**src/sv/aflcs_pkg.sv**
```systemverilog
package aflcs_pkg;

  localparam int unsigned ScoreW = 16;
  localparam int unsigned CoefW  = 8;
  localparam int unsigned SymW   = 8;
  localparam int unsigned PosW   = 10;
  localparam int unsigned TbW    = 4;
  localparam int unsigned CfgIdxW = 4;
  localparam int unsigned SumW   = ScoreW + 2;

  localparam logic signed [ScoreW-1:0] ScoreMin = {1'b1, {(ScoreW-1){1'b0}}};
  localparam logic signed [ScoreW-1:0] ScoreMax = {1'b0, {(ScoreW-1){1'b1}}};

  typedef enum logic [CfgIdxW-1:0] {
    CFG_MATCH     = 4'd0,
    CFG_MISMATCH  = 4'd1,
    CFG_GAP_EXT   = 4'd2,
    CFG_GAP_OPEN  = 4'd3
  } cfg_idx_e;

  typedef enum logic [1:0] {
    DIR_DIAG = 2'd0,
    DIR_UP   = 2'd1,
    DIR_LEFT = 2'd2
  } dir_e;

  typedef struct packed {
    logic signed [CoefW-1:0] match_score;
    logic signed [CoefW-1:0] mismatch_score;
    logic signed [CoefW-1:0] gap_extend;
    logic signed [CoefW-1:0] gap_open_extra;
  } cfg_t;

  typedef struct packed {
    logic [SymW-1:0]          query_sym;
    logic [SymW-1:0]          ref_sym;
    logic signed [ScoreW-1:0] up_match;
    logic signed [ScoreW-1:0] up_delete;
    logic signed [ScoreW-1:0] diag_match;
    logic signed [ScoreW-1:0] left_match;
    logic signed [ScoreW-1:0] left_insert;
    logic [PosW-1:0]          row;
    logic [PosW-1:0]          col;
    logic                     valid_req;
    logic                     new_alignment;
  } cell_req_t;

  typedef struct packed {
    logic signed [ScoreW-1:0] insert_score;
    logic signed [ScoreW-1:0] match_score_out;
    logic signed [ScoreW-1:0] delete_score;
    logic [TbW-1:0]           traceback;
    logic signed [ScoreW-1:0] best_score;
    logic [PosW-1:0]          best_row;
    logic [PosW-1:0]          best_col;
  } cell_rsp_t;

  typedef struct packed {
    logic signed [ScoreW-1:0] insert_score;
    logic signed [ScoreW-1:0] match_score_out;
    logic signed [ScoreW-1:0] delete_score;
    logic [TbW-1:0]           traceback;
  } cell_score_t;

  typedef struct packed {
    logic signed [ScoreW-1:0] score;
    logic [PosW-1:0]          row;
    logic [PosW-1:0]          col;
  } best_t;

  function automatic logic signed [ScoreW-1:0] sat_score(input logic signed [SumW-1:0] v);
    logic signed [ScoreW-1:0] r;
    if (v > $signed({{2{ScoreMax[ScoreW-1]}}, ScoreMax})) begin
      r = ScoreMax;
    end else if (v < $signed({{2{ScoreMin[ScoreW-1]}}, ScoreMin})) begin
      r = ScoreMin;
    end else begin
      r = v[ScoreW-1:0];
    end
    return r;
  endfunction

  function automatic logic signed [SumW-1:0] ext_score(input logic signed [ScoreW-1:0] v);
    return {{(SumW-ScoreW){v[ScoreW-1]}}, v};
  endfunction

  function automatic logic signed [SumW-1:0] ext_coef(input logic signed [CoefW-1:0] v);
    return {{(SumW-CoefW){v[CoefW-1]}}, v};
  endfunction

endpackage

```
**src/sv/aflcs_cfg.sv**
```systemverilog
module aflcs_cfg (
  input  logic                         clk_i,
  input  logic                         rst_ni,
  input  logic                         cfg_valid_i,
  input  logic [aflcs_pkg::CfgIdxW-1:0] cfg_index_i,
  input  logic [aflcs_pkg::CoefW-1:0]  cfg_data_i,
  output aflcs_pkg::cfg_t              cfg_o
);

  aflcs_pkg::cfg_t cfg_q, cfg_d;

  always_comb begin
    cfg_d = cfg_q;
    if (cfg_valid_i) begin
      unique case (cfg_index_i)
        aflcs_pkg::CFG_MATCH:    cfg_d.match_score    = cfg_data_i;
        aflcs_pkg::CFG_MISMATCH: cfg_d.mismatch_score = cfg_data_i;
        aflcs_pkg::CFG_GAP_EXT:  cfg_d.gap_extend     = cfg_data_i;
        aflcs_pkg::CFG_GAP_OPEN: cfg_d.gap_open_extra = cfg_data_i;
        default: cfg_d = cfg_q;
      endcase
    end
  end

  always_ff @(posedge clk_i or negedge rst_ni) begin
    if (!rst_ni) begin
      cfg_q.match_score    <= 8'sd1;
      cfg_q.mismatch_score <= -8'sd1;
      cfg_q.gap_extend     <= -8'sd1;
      cfg_q.gap_open_extra <= -8'sd2;
    end else begin
      cfg_q <= cfg_d;
    end
  end

  assign cfg_o = cfg_q;

endmodule

```
**src/sv/aflcs_cell.sv**
```systemverilog
module aflcs_cell (
  input  aflcs_pkg::cfg_t        cfg_i,
  input  aflcs_pkg::cell_req_t   req_i,
  output aflcs_pkg::cell_score_t score_o
);

  logic signed [aflcs_pkg::SumW-1:0]   open_cost, ext_cost, sub_cost;
  logic signed [aflcs_pkg::ScoreW-1:0] ins_open, ins_ext, del_open, del_ext;
  logic signed [aflcs_pkg::ScoreW-1:0] ins, del, diag, best;
  logic                                ins_opened, del_opened;
  aflcs_pkg::dir_e                     dir;

  always_comb begin
    open_cost = aflcs_pkg::ext_coef(cfg_i.gap_extend) + aflcs_pkg::ext_coef(cfg_i.gap_open_extra);
    ext_cost  = aflcs_pkg::ext_coef(cfg_i.gap_extend);
    sub_cost  = (req_i.query_sym == req_i.ref_sym) ? aflcs_pkg::ext_coef(cfg_i.match_score)
                                                   : aflcs_pkg::ext_coef(cfg_i.mismatch_score);

    ins_open = aflcs_pkg::sat_score(aflcs_pkg::ext_score(req_i.left_match) + open_cost);
    ins_ext  = aflcs_pkg::sat_score(aflcs_pkg::ext_score(req_i.left_insert) + ext_cost);
    del_open = aflcs_pkg::sat_score(aflcs_pkg::ext_score(req_i.up_match) + open_cost);
    del_ext  = aflcs_pkg::sat_score(aflcs_pkg::ext_score(req_i.up_delete) + ext_cost);
    diag     = aflcs_pkg::sat_score(aflcs_pkg::ext_score(req_i.diag_match) + sub_cost);

    ins_opened = ins_open > ins_ext;
    del_opened = del_open > del_ext;
    ins = ins_opened ? ins_open : ins_ext;
    del = del_opened ? del_open : del_ext;

    best = (ins > del) ? ins : del;
    if (diag > best) begin
      best = diag;
    end

    priority if (best == ins) begin
      dir = aflcs_pkg::DIR_LEFT;
    end else if (best == del) begin
      dir = aflcs_pkg::DIR_UP;
    end else begin
      dir = aflcs_pkg::DIR_DIAG;
    end

    score_o.insert_score    = ins;
    score_o.match_score_out = best;
    score_o.delete_score    = del;
    score_o.traceback       = {!del_opened, !ins_opened, dir};
  end

endmodule

```
**src/sv/aflcs_best.sv**
```systemverilog
module aflcs_best (
  input  logic                               clk_i,
  input  logic                               rst_ni,
  input  logic                               load_i,
  input  logic                               clear_i,
  input  logic                               valid_req_i,
  input  logic signed [aflcs_pkg::ScoreW-1:0] score_i,
  input  logic [aflcs_pkg::PosW-1:0]         row_i,
  input  logic [aflcs_pkg::PosW-1:0]         col_i,
  output aflcs_pkg::best_t                   best_d_o,
  output aflcs_pkg::best_t                   best_q_o
);

  aflcs_pkg::best_t best_q, base, best_d;

  always_comb begin
    if (clear_i) begin
      base.score = aflcs_pkg::ScoreMin;
      base.row   = '0;
      base.col   = '0;
    end else begin
      base = best_q;
    end
    best_d = base;
    if (valid_req_i && (score_i > base.score)) begin
      best_d.score = score_i;
      best_d.row   = row_i;
      best_d.col   = col_i;
    end
  end

  always_ff @(posedge clk_i or negedge rst_ni) begin
    if (!rst_ni) begin
      best_q.score <= aflcs_pkg::ScoreMin;
      best_q.row   <= '0;
      best_q.col   <= '0;
    end else if (load_i) begin
      best_q <= best_d;
    end
  end

  assign best_d_o = best_d;
  assign best_q_o = best_q;

endmodule

```
**src/sv/affine_local_cell_scorer.sv**
```systemverilog
// Channel | Direction | Handshake             | Payload
// in      | request   | in_valid_i/in_stall_o   | in_req_i (cell_req_t)
// out     | result    | out_valid_o/out_stall_i | out_rsp_o (cell_rsp_t)
// cfg     | write     | cfg_valid_i/cfg_ready_o | cfg_index_i, cfg_data_i
// A request is registered on acceptance and its result is written to the result register
// when it advances; one request is taken every cycle while the output is not stalled.
// The scoring and the best-score update sit between the input and result registers.
// Reset loads the default scoring registers and clears the best-score record.
// A stalled result holds both registers; the input side stalls only when both are full.
module affine_local_cell_scorer (
  input  logic                          clk_i,
  input  logic                          rst_ni,
  input  logic                          in_valid_i,
  output logic                          in_stall_o,
  input  aflcs_pkg::cell_req_t          in_req_i,
  output logic                          out_valid_o,
  input  logic                          out_stall_i,
  output aflcs_pkg::cell_rsp_t          out_rsp_o,
  input  logic                          cfg_valid_i,
  output logic                          cfg_ready_o,
  input  logic [aflcs_pkg::CfgIdxW-1:0] cfg_index_i,
  input  logic [aflcs_pkg::CoefW-1:0]   cfg_data_i
);

  aflcs_pkg::cfg_t        cfg;
  aflcs_pkg::cell_req_t   req_q;
  aflcs_pkg::cell_rsp_t   rsp_q, rsp_d;
  aflcs_pkg::cell_score_t score;
  aflcs_pkg::best_t       best_d, best_q;
  logic                   req_vld_q, rsp_vld_q;
  logic                   out_free, advance, in_take;

  assign out_free   = !rsp_vld_q || !out_stall_i;
  assign advance    = req_vld_q && out_free;
  assign in_stall_o = req_vld_q && !out_free;
  assign in_take    = in_valid_i && !in_stall_o;
  assign cfg_ready_o = 1'b1;

  aflcs_cfg u_cfg (
    .clk_i      (clk_i),
    .rst_ni     (rst_ni),
    .cfg_valid_i(cfg_valid_i),
    .cfg_index_i(cfg_index_i),
    .cfg_data_i (cfg_data_i),
    .cfg_o      (cfg)
  );

  aflcs_cell u_cell (
    .cfg_i  (cfg),
    .req_i  (req_q),
    .score_o(score)
  );

  aflcs_best u_best (
    .clk_i      (clk_i),
    .rst_ni     (rst_ni),
    .load_i     (advance),
    .clear_i    (req_q.new_alignment),
    .valid_req_i(req_q.valid_req),
    .score_i    (score.match_score_out),
    .row_i      (req_q.row),
    .col_i      (req_q.col),
    .best_d_o   (best_d),
    .best_q_o   (best_q)
  );

  always_comb begin
    rsp_d.insert_score    = score.insert_score;
    rsp_d.match_score_out = score.match_score_out;
    rsp_d.delete_score    = score.delete_score;
    rsp_d.traceback       = score.traceback;
    rsp_d.best_score      = best_d.score;
    rsp_d.best_row        = best_d.row;
    rsp_d.best_col        = best_d.col;
  end

  always_ff @(posedge clk_i or negedge rst_ni) begin
    if (!rst_ni) begin
      req_vld_q <= 1'b0;
      rsp_vld_q <= 1'b0;
    end else begin
      if (in_take) begin
        req_vld_q <= 1'b1;
      end else if (advance) begin
        req_vld_q <= 1'b0;
      end
      if (out_free) begin
        rsp_vld_q <= req_vld_q;
      end
    end
  end

  always_ff @(posedge clk_i) begin
    if (in_take) begin
      req_q <= in_req_i;
    end
    if (advance) begin
      rsp_q <= rsp_d;
    end
  end

  assign out_valid_o = rsp_vld_q;
  assign out_rsp_o   = rsp_q;

  a_stall_only_when_full: assert property (@(posedge clk_i) disable iff (!rst_ni)
    in_stall_o |-> (req_vld_q && rsp_vld_q && out_stall_i))
    else $error("input stalled while a register stage was free");

  a_record_monotonic: assert property (@(posedge clk_i) disable iff (!rst_ni)
    (advance && !req_q.new_alignment) |=> (best_q.score >= $past(best_q.score)))
    else $error("best score decreased without a new alignment");

  a_match_is_max: assert property (@(posedge clk_i) disable iff (!rst_ni)
    out_valid_o |-> ((out_rsp_o.match_score_out >= out_rsp_o.insert_score) &&
                     (out_rsp_o.match_score_out >= out_rsp_o.delete_score)))
    else $error("match layer score below a gap layer score");

  a_tb_dir_legal: assert property (@(posedge clk_i) disable iff (!rst_ni)
    out_valid_o |-> (out_rsp_o.traceback[1:0] != 2'b11))
    else $error("illegal traceback direction");

endmodule
```
**config.mk**
```make
export PLATFORM = sky130hd
export DESIGN_NAME = affine_local_cell_scorer
export DESIGN_NICKNAME = d
export VERILOG_FILES = /design/src/sv/aflcs_pkg.sv /design/src/sv/aflcs_cfg.sv /design/src/sv/aflcs_cell.sv /design/src/sv/aflcs_best.sv /design/src/sv/affine_local_cell_scorer.sv
export SDC_FILE = /design/constraint.sdc
export NUM_CORES = 1
export LEC_CHECK = 0
export ABC_AREA = 1
export ABC_CLOCK_PERIOD_IN_PS = 13200
export BUFFER_PORTS_ARGS = -buffer_cell sky130_fd_sc_hd__buf_2
export CELL_PAD_IN_SITES_DETAIL_PLACEMENT = 2
export CELL_PAD_IN_SITES_GLOBAL_PLACEMENT = 2
export CORE_ASPECT_RATIO = 1.2
export CORE_MARGIN = 2
export CORE_UTILIZATION = 36
export CTS_BUF_LIST = sky130_fd_sc_hd__clkbuf_16
export DETAILED_ROUTE_END_ITERATION = 10
export PLACE_DENSITY_LB_ADDON = 0.15
export SETUP_SLACK_MARGIN = 0.4
export SLEW_MARGIN = 20
export SYNTH_ARGS = -nofsm -noshare
export SYNTH_HDL_FRONTEND = slang
export SYNTH_SLANG_ARGS = --single-unit
export TNS_END_PERCENT = 50
```
**constraint.sdc**
```tcl
create_clock -name clk_i -period 13.2 [get_ports clk_i]
set_input_delay 1.32 -clock clk_i [delete_from_list [all_inputs] [get_ports clk_i]]
set_output_delay 1.32 -clock clk_i [all_outputs]
set_load 0.01 [all_outputs]
```
# == Word-level counts from Yosys, hierarchy flattened ==
# Index checks and enable logic that the tools add are counted.
# op_classes
n_addsub,6
mul,0
div_mod_pow,0
order_cmp,15
n_eq_ne,6
shift,0
muxes,20
n_bitwise,0
n_reduce_logical,17
# ops
cell,n
16-bit 2-to-1 mux,14
18-bit by 16-bit greater-than comparator with 1-bit output (second input constant),5
18-bit by 16-bit less-than comparator with 1-bit output (second input constant),5
16-bit greater-than comparator,5
36-bit 2-to-1 mux,2
16-bit by 8-bit adder with 17-bit output,2
16-bit by 9-bit adder with 17-bit output,2
16-bit == test,2
16-bit by 18-bit adder with 18-bit output,1
18-bit 2-to-1 mux,1
8-bit by 8-bit adder with 9-bit output,1
4-bit by 2-bit == test with 1-bit output (second input constant),2
8-bit == test,1
2-bit AND reduction,4
1-bit logical NOT,6
4-bit by 1-bit == test with 1-bit output (second input constant),1
1-bit logical AND,4
4-bit logical NOT,1
1-bit 2-to-1 mux,3
2-bit nonzero test,1
1-bit logical OR,1
# word_totals
ff_bits,276
latchBits,0
mem_bits_rw,0
romBits,0
inputBits,135
output_inout_bits,91
mem_count,0

# == Depth between registers and ports, before layout ==
# Gate-level depths: netlist of the first run.
# depth
depth_word,14
ltp_mapped,81
ltp_nobuf,78

# == By module ==
# A second synthesis of the first run with hierarchy kept.
# unflattened
hier_cells,2182
hier_area_um2,18550.3
# by_module_without_submodules
mod,instances,cells_each,area_per_inst_um2,seq_area_each_um2
aflcs_cell,1,1398,8100.3,0.0
affine_local_cell_scorer,1,220,6292.3,6236.0
aflcs_best,1,416,2753.9,902.1
aflcs_cfg,1,148,1403.8,830.8

# == Worst setup path before layout of the first run ==
# No wires, ideal clock.
# synth_timing
path_type,reg2reg
from,"reg u_cfg.cfg_q, in the netlist u_cfg.cfg_o[8]"
to,"reg rsp_q, in the netlist out_rsp_o[29], data pin"
setup_time_ns,0.255
arrival_time_ns,10.441
required_ns,12.945
slack_ns,2.505
stages_incl_launch_ff,64
period_less_slack_ns,10.695
cell_sequence,dfstp_2 > ha_1 > inv_1 > fa_1 > o21ai_0 > a21oi_1 > o21ai_0 > a2111oi_0 > a21o_1 > ha_1 > nand2_1 > nand2_1 > nand2_1 > nand2_1 > a21oi_1 > nand3_1 > nand4_1 > clkbuf_1 > [... 28 more ...] > nor3_1 > nor3b_1 > and3_1 > nand4_1 > nand3_4 > buf_2 > o21a_1 > ha_1 > nand2_1 > inv_1 > a221oi_1 > o21ai_0 > a31oi_1 > nand2_2 > nand2_4 > buf_2 > nand4_1 > and2_1
# synth_rtl
element,line,text
"start, declared",aflcs_cfg.sv:10,"aflcs_pkg::cfg_t cfg_q, cfg_d;"
"start signal, assigned",aflcs_cfg.sv:32,cfg_q <= cfg_d;
"end signal, assigned",affine_local_cell_scorer.sv:98,rsp_q <= rsp_d;
"end, declared",affine_local_cell_scorer.sv:27,"aflcs_pkg::cell_rsp_t rsp_q, rsp_d;"

==> results of run 1 <==
==> worst paths after layout <==
kind,start,endpoint,slack (ns)
worst max register to register,u_cfg.cfg_o[11]$_DFFE_PN1P_,out_rsp_o[33]$_DFFE_PP_,1.23
max in group asynchronous,rst_ni,u_best.best_q_o[10]$_DFFE_PN0P_,11.53
min in group asynchronous,rst_ni,u_best.best_q_o[7]$_DFFE_PN0P_,0.61
worst min register to register,u_best.best_q_o[3]$_DFFE_PN0P_,u_best.best_q_o[3]$_DFFE_PN0P_,0.48
worst max-delay path,u_cfg.cfg_o[11]$_DFFE_PN1P_,out_rsp_o[33]$_DFFE_PP_,1.23
worst min-delay path,u_best.best_q_o[3]$_DFFE_PN0P_,u_best.best_q_o[3]$_DFFE_PN0P_,0.48
==> routing by layer <==
| metal | up-vias | GRT usage, % |
|---|---|---|
| li1 | 7491 | - |
| met1 | 7677 | 27.12 |
| met2 | 289 | 46.76 |
| met3 | 122 | 3.480 |
| met4 | 0 | 10.04 |
| met5 | - | 0 |
==> worst max-delay path: cells and delay by family (launching register included) <==
family	cells	cell delay (ns)
DFF	1	0.59
adders and majority gates	6	1.89
and+or+nand+nor	31	4.26
AOI/OAI and AO/OA	17	4.05
buffers and inverters	7	0.91
==> stage by stage <==
step,instances,setup TNS (ns)
2_1_floorplan,2063,0
3_3_place_gp,2930,0
3_5_place_dp,2930,-11.42
4_1_cts,2997,0
5_1_grt,3008,0
6_report,3008,0
==> cells by family (layout without fill, tap and decap cells) <==
kind of cell    after synthesis  after routing  synth area share [%]
flops                       276            276                 44.74
xor+xnor                     95             95                 4.671
simple gates                937            939                 22.86
other cells                   1              1               0.02105
fa+ha+maj                   170            170                 12.19
buf+inv                     292            597                 6.406
mux                           7              7                0.4425
compound gates              285            286                 8.675
==> area by class of cell <==
type | count | area share, %
multi-input cells | 1498 | 41.52
repair inverters | 1 | 0.03539
clock buffers | 37 | 4.364
inverters | 248 | 4.423
well taps | 637 | 3.757
clock inverters | 23 | 0.6606
flip-flops and latches | 276 | 37.56
repair buffers | 288 | 7.679
==> repair_timing <==
action / 4_1_cts / 5_1_grt
resized for setup: 11 / 20
pin swaps: 1 / 4
buffers inserted: 6 / 8
cloned: 1 / 3
setup endpoints to repair: 73 / 74
==> sequential cells by signal (all words and copies together) (netlist names) <==
signal	count
req_vld_q	1
u_cfg.cfg_o	32
req_q	118
out_rsp_o	88
u_best.best_q_o	36
out_valid_o	1
==> layout by cell type (no fill, tap or decap), types with 3 or more instances in the layout <==
cell type | synthesis | routed
nor2_1 | 73 | 73
clkinvlp_4 | 0 | 3
nand3_4 | 3 | 6
inv_4 | 0 | 3
o21a_1 | 9 | 9
o21ai_0 | 106 | 92
nor4_1 | 4 | 3
a211oi_1 | 4 | 4
or2_2 | 4 | 4
fa_1 | 6 | 6
a31oi_1 | 14 | 13
nand3_1 | 99 | 98
clkinv_1 | 1 | 10
nand2_2 | 16 | 16
o21ai_1 | 8 | 20
mux2_2 | 7 | 7
ha_1 | 164 | 162
nand4_1 | 59 | 59
xor2_1 | 62 | 62
dfstp_2 | 25 | 25
buf_2 | 9 | 223
nand2_1 | 612 | 612
inv_1 | 232 | 234
and2_1 | 36 | 36
a21oi_1 | 118 | 118
nor3_1 | 13 | 13
clkbuf_16 | 0 | 37
o21bai_1 | 14 | 14
clkinv_2 | 0 | 4
dfrtp_1 | 45 | 45
buf_4 | 1 | 63
xnor2_1 | 33 | 33
or2_1 | 6 | 6
inv_2 | 15 | 14
nand2_4 | 3 | 3
edfxtp_1 | 206 | 206
==> reports/qor.yml, run 1 <==
run_status:
  status: "finished, final reports clean"
routing:
  wirelength_um: 63440
  wl_met2_um: 33640
  met1_length_um: 25110
  antenna_left: 0
  drc_errors: 0
  drt_iter0_drc: 450
  top_layer_used: "met4"
  wl_met3_um: 2056
  wl_per_cell_um: 21.09
  drtPass1Iterations: 5
  via_count: 15580
  via_per_inst: 5.179
die:
  core_um2: 49000
  die-area_um2: 51280
  initial_core_util_pct: 36.36
  dieHeight_um: 247.7
  die_x_um: 207.1
  num_rows: 89
  io_pins: 226
sta:
  fin_hold_ws_ns: 0.4845
  hold_viol_final: 0
  finalSetupViolations: 0
  fmax_ghz: 0.08356
  rsz0062_at_grt: "false"
  finalCriticalPeriod_ns: 11.97
  fin_ws_ns: 1.232
  max_slew_margin_pct: 30.48
  worstMarginPinSlew_ns: 1.043
  fin_skew_ns: 0.02915
  report.final.slew_viol_count: 0
  fin_crit_sh_pct: 90.66
yosys:
  yosysUniqueCellTypes: 51
  syn_avg_cell_area_um2: 8.635
  synth_nets: 2368
  async_flop_share_pct: 25.36
  ys_warn_count: 0
  synth_most_common_cell: "nand2_1"
  synth_top_area_share_pct: 34.73
  yosysTopAreaCell: "edfxtp_1"
  synth_seq_area_share_pct: 44.74
  synthTopCellsByArea: "edfxtp_1, nand2_1, ha_1"
  synth_edf_count: 206
  synthFlopType: "edfxtp_1"
  synth_area_um2: 17810
  ys_ff_latch: 276
  syn-instance-count: 2063
  synth_common_cells: "nand2_1, inv_1, edfxtp_1, ha_1, a21oi_1"
finish:
  multi_input_area_um2: 8807
  drive_gt1_share_pct: 18.05
  antennaDiodeCount: 0
  synthToLayoutAreaGrowth_pct: 19.09
  fillers: 5576
  finalNetCount: 2652
  final_util_pct: 43.30
  design_area_um2: 21210
  seq_area_um2: 7969
critical_path:
  path_common_cell: "nand2_1"
  cpMaxStageDelayCell: "dfstp_2"
  critPathKind: "flop to flop"
  crit_required_ns: 13.50
  cp_max_fo: 17
  critPathArrivalTime_ns: 12.27
  reg2reg_depth: 61
  cpPeakStageDelay_ns: 0.59
  start_kind: "flop"
  cp-end-kind: "flop"
clock_network:
  cts_htree_levels: 2
  cts_tree: "yes"
  cts_buffers: 34
  clkLatencyLatePin_ns: 0.56
  cts_buffer_depth: 3
  clkTransAtPathRegs_ns: 0.06
  clock-sinks: 276
  root_buffer: "clkbuf_16"
  holdBufCountCts: 0
global_routing:
  track_usage_pct: 24.46
  grt_pass1_wl_um: 97410
  grt_pass1_vias: 17450
  grt_max_degree: 82
  antenna_found_initial: 0
  grt-ovfl-total: 0
placement:
  dpl_worst_slack_ns: -0.2152
  dpl_cell_area_um2: 19930
  portBuffers: 224
  place.gp.congestion: 0.8358
  dp_hpwl_um: 50020
flow_run:
  drv_cap: 0
min_path:
  hp-class: "flop to flop"
  whs_path_depth: 2
Power of run 1 is left out: the tool's default activity adds up to more than one toggle a clock period on the data nets, which glitch-free logic cannot reach.
==> run 2: changes to the inputs <==
- ABC_AREA: 1 -> unset
- CORE_UTILIZATION: 36 -> 39
==> reports/qor.yml, run 2 <==
critical_path:
  cp_max_fo: 8  # was 17
  r2r_setup_slack_ns: 0.25  # was 1.23 ns
  critPathLaunch: "u_cfg.cfg_o[8]$_DFFE_PN1P_"  # was u_cfg.cfg_o[11]$_DFFE_PN1P_
  cpMaxStageDelayCell: "dfstp_2"  # unchanged
  endpoint: "out_rsp_o[20]$_DFFE_PP_"  # was out_rsp_o[33]$_DFFE_PP_
  crit_buf_inv: 19  # was 7
  timing.rr.start: "u_cfg.cfg_o[8]$_DFFE_PN1P_"  # was u_cfg.cfg_o[11]$_DFFE_PN1P_
  critPathKind: "flop to flop"  # unchanged
  start_kind: "flop"  # unchanged
  crit_family: "compound AO/OA/AOI/OAI gates"  # was simple AND/OR/NAND/NOR gates
  critPathArrivalTime_ns: 13.32  # was 12.27 ns
  reg2reg_to: "out_rsp_o[20]$_DFFE_PP_"  # was out_rsp_o[33]$_DFFE_PP_
  path_common_cell: "a21o_1"  # was nand2_1
  cpPeakStageDelay_ns: 0.56  # was 0.59 ns
  cp-end-kind: "flop"  # unchanged
  worst-path-stages: 68  # was 61
  reg2reg_depth: 68  # was 61
  crit_required_ns: 13.58  # was 13.50 ns
global_routing:
  grt_pass1_vias: 16460  # was 17450
  antenna_found_initial: 0  # unchanged
  track_usage_pct: 26.10  # was 24.46%
  grt-ovfl-total: 0  # unchanged
  grt_pass1_wl_um: 97150  # was 97410 um
  grt_max_degree: 66  # was 82
routing:
  top_layer_used: "met4"  # unchanged
  via_per_inst: 5.657  # was 5.179
  drt_iter0_drc: 524  # was 450
  wl_met3_um: 2149  # was 2056 um
  wirelength_um: 70460  # was 63440 um
  drc_errors: 0  # unchanged
  antenna_left: 0  # unchanged
  drtPass1Iterations: 6  # was 5
  met1_length_um: 26180  # was 25110 um
  wl_met2_um: 38160  # was 33640 um
  wl_per_cell_um: 26.43  # was 21.09 um
  via_count: 15080  # was 15580
yosys:
  synth_area_um2: 18090  # was 17810 um2
  syn-instance-count: 1650  # was 2063
  synth_top_area_share_pct: 34.19  # was 34.73%
  synth_most_common_cell: "edfxtp_1"  # was nand2_1
  ys_warn_count: 0  # unchanged
  synth_edf_count: 206  # unchanged
  ys_ff_latch: 276  # unchanged
  synth_common_cells: "edfxtp_1, ha_1, a21oi_1, nand2_1, inv_1"  # was nand2_1, inv_1, edfxtp_1, ha_1, a21oi_1
  yosysUniqueCellTypes: 105  # was 51
  async_flop_share_pct: 25.36  # unchanged
  synth_seq_area_share_pct: 44.05  # was 44.74%
  synthFlopType: "edfxtp_1"  # unchanged
  synth_nets: 1955  # was 2368
  synthTopCellsByArea: "edfxtp_1, ha_1, dfrtp_1"  # was edfxtp_1, nand2_1, ha_1
  syn_avg_cell_area_um2: 10.97  # was 8.635 um2
  yosysTopAreaCell: "edfxtp_1"  # unchanged
die:
  initial_core_util_pct: 39.47  # was 36.36%
  die-area_um2: 48140  # was 51280 um2
  core_um2: 45840  # was 49000 um2
  die_x_um: 200.6  # was 207.1 um
  num_rows: 86  # was 89
  io_pins: 226  # unchanged
  dieHeight_um: 239.9  # was 247.7 um
sta:
  final.setup.tns_ns: 0  # unchanged
  rsz0062_at_grt: "true"  # was false
  fin_skew_ns: 0.03510  # was 0.02915 ns
  finalSetupViolations: 0  # unchanged
  fin_crit_sh_pct: 98.10  # was 90.66%
  report.final.slew_viol_count: 0  # unchanged
  hold_viol_final: 0  # unchanged
  worstMarginPinSlew_ns: 1.082  # was 1.043 ns
  finalCriticalPeriod_ns: 12.95  # was 11.97 ns
  fmax_ghz: 0.07722  # was 0.08356 GHz
  max_slew_margin_pct: 27.56  # was 30.48%
finish:
  largest_register_ffs: 118  # unchanged
  design_area_um2: 23590  # was 21210 um2
  final_cell_mix: "buf_2, edfxtp_1, ha_1, buf_4, nand2_1"  # was nand2_1, inv_1, buf_2, edfxtp_1, ha_1
  fillers: 4665  # was 5576
  finalNetCount: 2330  # was 2652
  synthToLayoutAreaGrowth_pct: 30.40  # was 19.09%
  regMostFlops: "req_q"  # unchanged
  layout_commonest_cell: "buf_2"  # was nand2_1
  antennaDiodeCount: 0  # unchanged
  drive_gt1_share_pct: 37.51  # was 18.05%
clock_network:
  holdBufCountCts: 0  # unchanged
  clkLatencyLatePin_ns: 0.63  # was 0.56 ns
  cts_htree_levels: 1  # was 2
  clock-sinks: 276  # unchanged
  cts_buffer_depth: 3  # unchanged
  root_buffer: "clkbuf_16"  # unchanged
  clkTransAtPathRegs_ns: 0.07  # was 0.06 ns
  cts_buffers: 31  # was 34
  cts_tree: "yes"  # unchanged
min_path:
  hp-class: "flop to flop"  # unchanged
flow_run:
  drv_cap: 0  # unchanged
run_status:
  status: "finished, final reports clean"  # unchanged
placement:
  portBuffers: 224  # unchanged
  dpl_cell_area_um2: 20400  # was 19930 um2
  dp_hpwl_um: 48810  # was 50020 um
  place.gp.congestion: 0.9056  # was 0.8358
run 2: cell count changes after synthesis, sizes merged, moves of 33 or more:
cell    change
nand2     -519
mux2i      +33
nand3      -85
a21o       +53
nand2b     +48
mux2       +42
inv       -144
nand4      -40
run 2: logic make-up (layout without fill, tap and decap cells):
kind of cell             after synthesis  after routing  synth area share [%]
AO/OA/AOI/OAI                        471            471                 18.50
XOR/XNOR                             112            113                 5.463
adder cells (fa/ha/maj)              186            186                 12.90
buffers and inverters                142            541                 3.382
flip-flops                           276            276                 44.05
multiplexers                          82             82                 5.076
other                                  1              1               0.02073
AND/OR/NAND/NOR                      380            380                 10.62
run 2: worst reg2reg max path: cells and delay by family (launching register included):
kind                       cells  cell delay, ns
buffers and inverters         19            2.31
xor gates and xnor gates       2            0.47
and+or+nand+nor                8            1.25
DFF                            1            0.56
muxes                          3            0.83
adders and majority gates      8            2.19
AOI/OAI and AO/OA             28            5.08
run 2: routing by layer:
metal / global-route usage (%) / up-vias
li1: - / 6908
met3: 3.172 / 163
met1: 28.41 / 7656
met4: 13.33 / 0
met5: 0 / -
met2: 49.78 / 354
run 2: what timing repair did:
action / CTS / global route
resized for setup: 82 / 214
hold endpoints to repair: 0 / 0
setup buffers: 31 / 50
endpoints found under the setup margin: 72 / 72
gates cloned: 2 / 9
pin swaps: 31 / 92
run 2: final cells by class:
type | instances | area (um2) | area share [%]
multi-input combinational | 1233 | 10800 | 45.78
tap | 616 | 770.7 | 3.267
clock inverter | 24 | 203.9 | 0.8644
inverter | 103 | 394.1 | 1.671
sequential | 276 | 7969 | 33.78
clock buffer | 34 | 850.8 | 3.606
timing repair buffer | 380 | 2604 | 11.04
run 2: worst min-delay path by stage:
| stage | start | endpoint | slack [ns] | depth (start not counted) |
|---|---|---|---|---|
| floorplan | req_vld_q$_DFFE_PN0P_ | out_valid_o$_DFFE_PN0P_ | 0.45 | 1 |
| global placement | req_vld_q$_DFFE_PN0P_ | out_valid_o$_DFFE_PN0P_ | 0.47 | 1 |
| detailed placement | u_best.best_q_o[1]$_DFFE_PN0P_ | u_best.best_q_o[1]$_DFFE_PN0P_ | 0.48 | 1 |
| CTS | u_best.best_q_o[26]$_DFFE_PN0P_ | u_best.best_q_o[26]$_DFFE_PN0P_ | 0.50 | 2 |
| global route | rst_ni | u_best.best_q_o[29]$_DFFE_PN0P_ | 0.53 | 1 |
| finish | u_best.best_q_o[26]$_DFFE_PN0P_ | u_best.best_q_o[26]$_DFFE_PN0P_ | 0.49 | 2 |
run 2: through the flow:
| stage | worst slack [ns] | cells | util, % | hold WS (ns) |
|---|---|---|---|---|
| detailed placement | -0.8589 | 2516 | 44.50 | 0.4828 |
| finish | 0.2507 | 2666 | 51.47 | 0.4915 |
| floorplan | 0.4046 | 1650 | - | 0.4506 |
| CTS | 0.4033 | 2607 | 48.27 | 0.5007 |
| global placement | -0.3311 | 2516 | 44.49 | 0.4660 |
| global route | -0.1702 | 2666 | 51.47 | 0.5287 |
Power of run 2 is left out for the same reason.
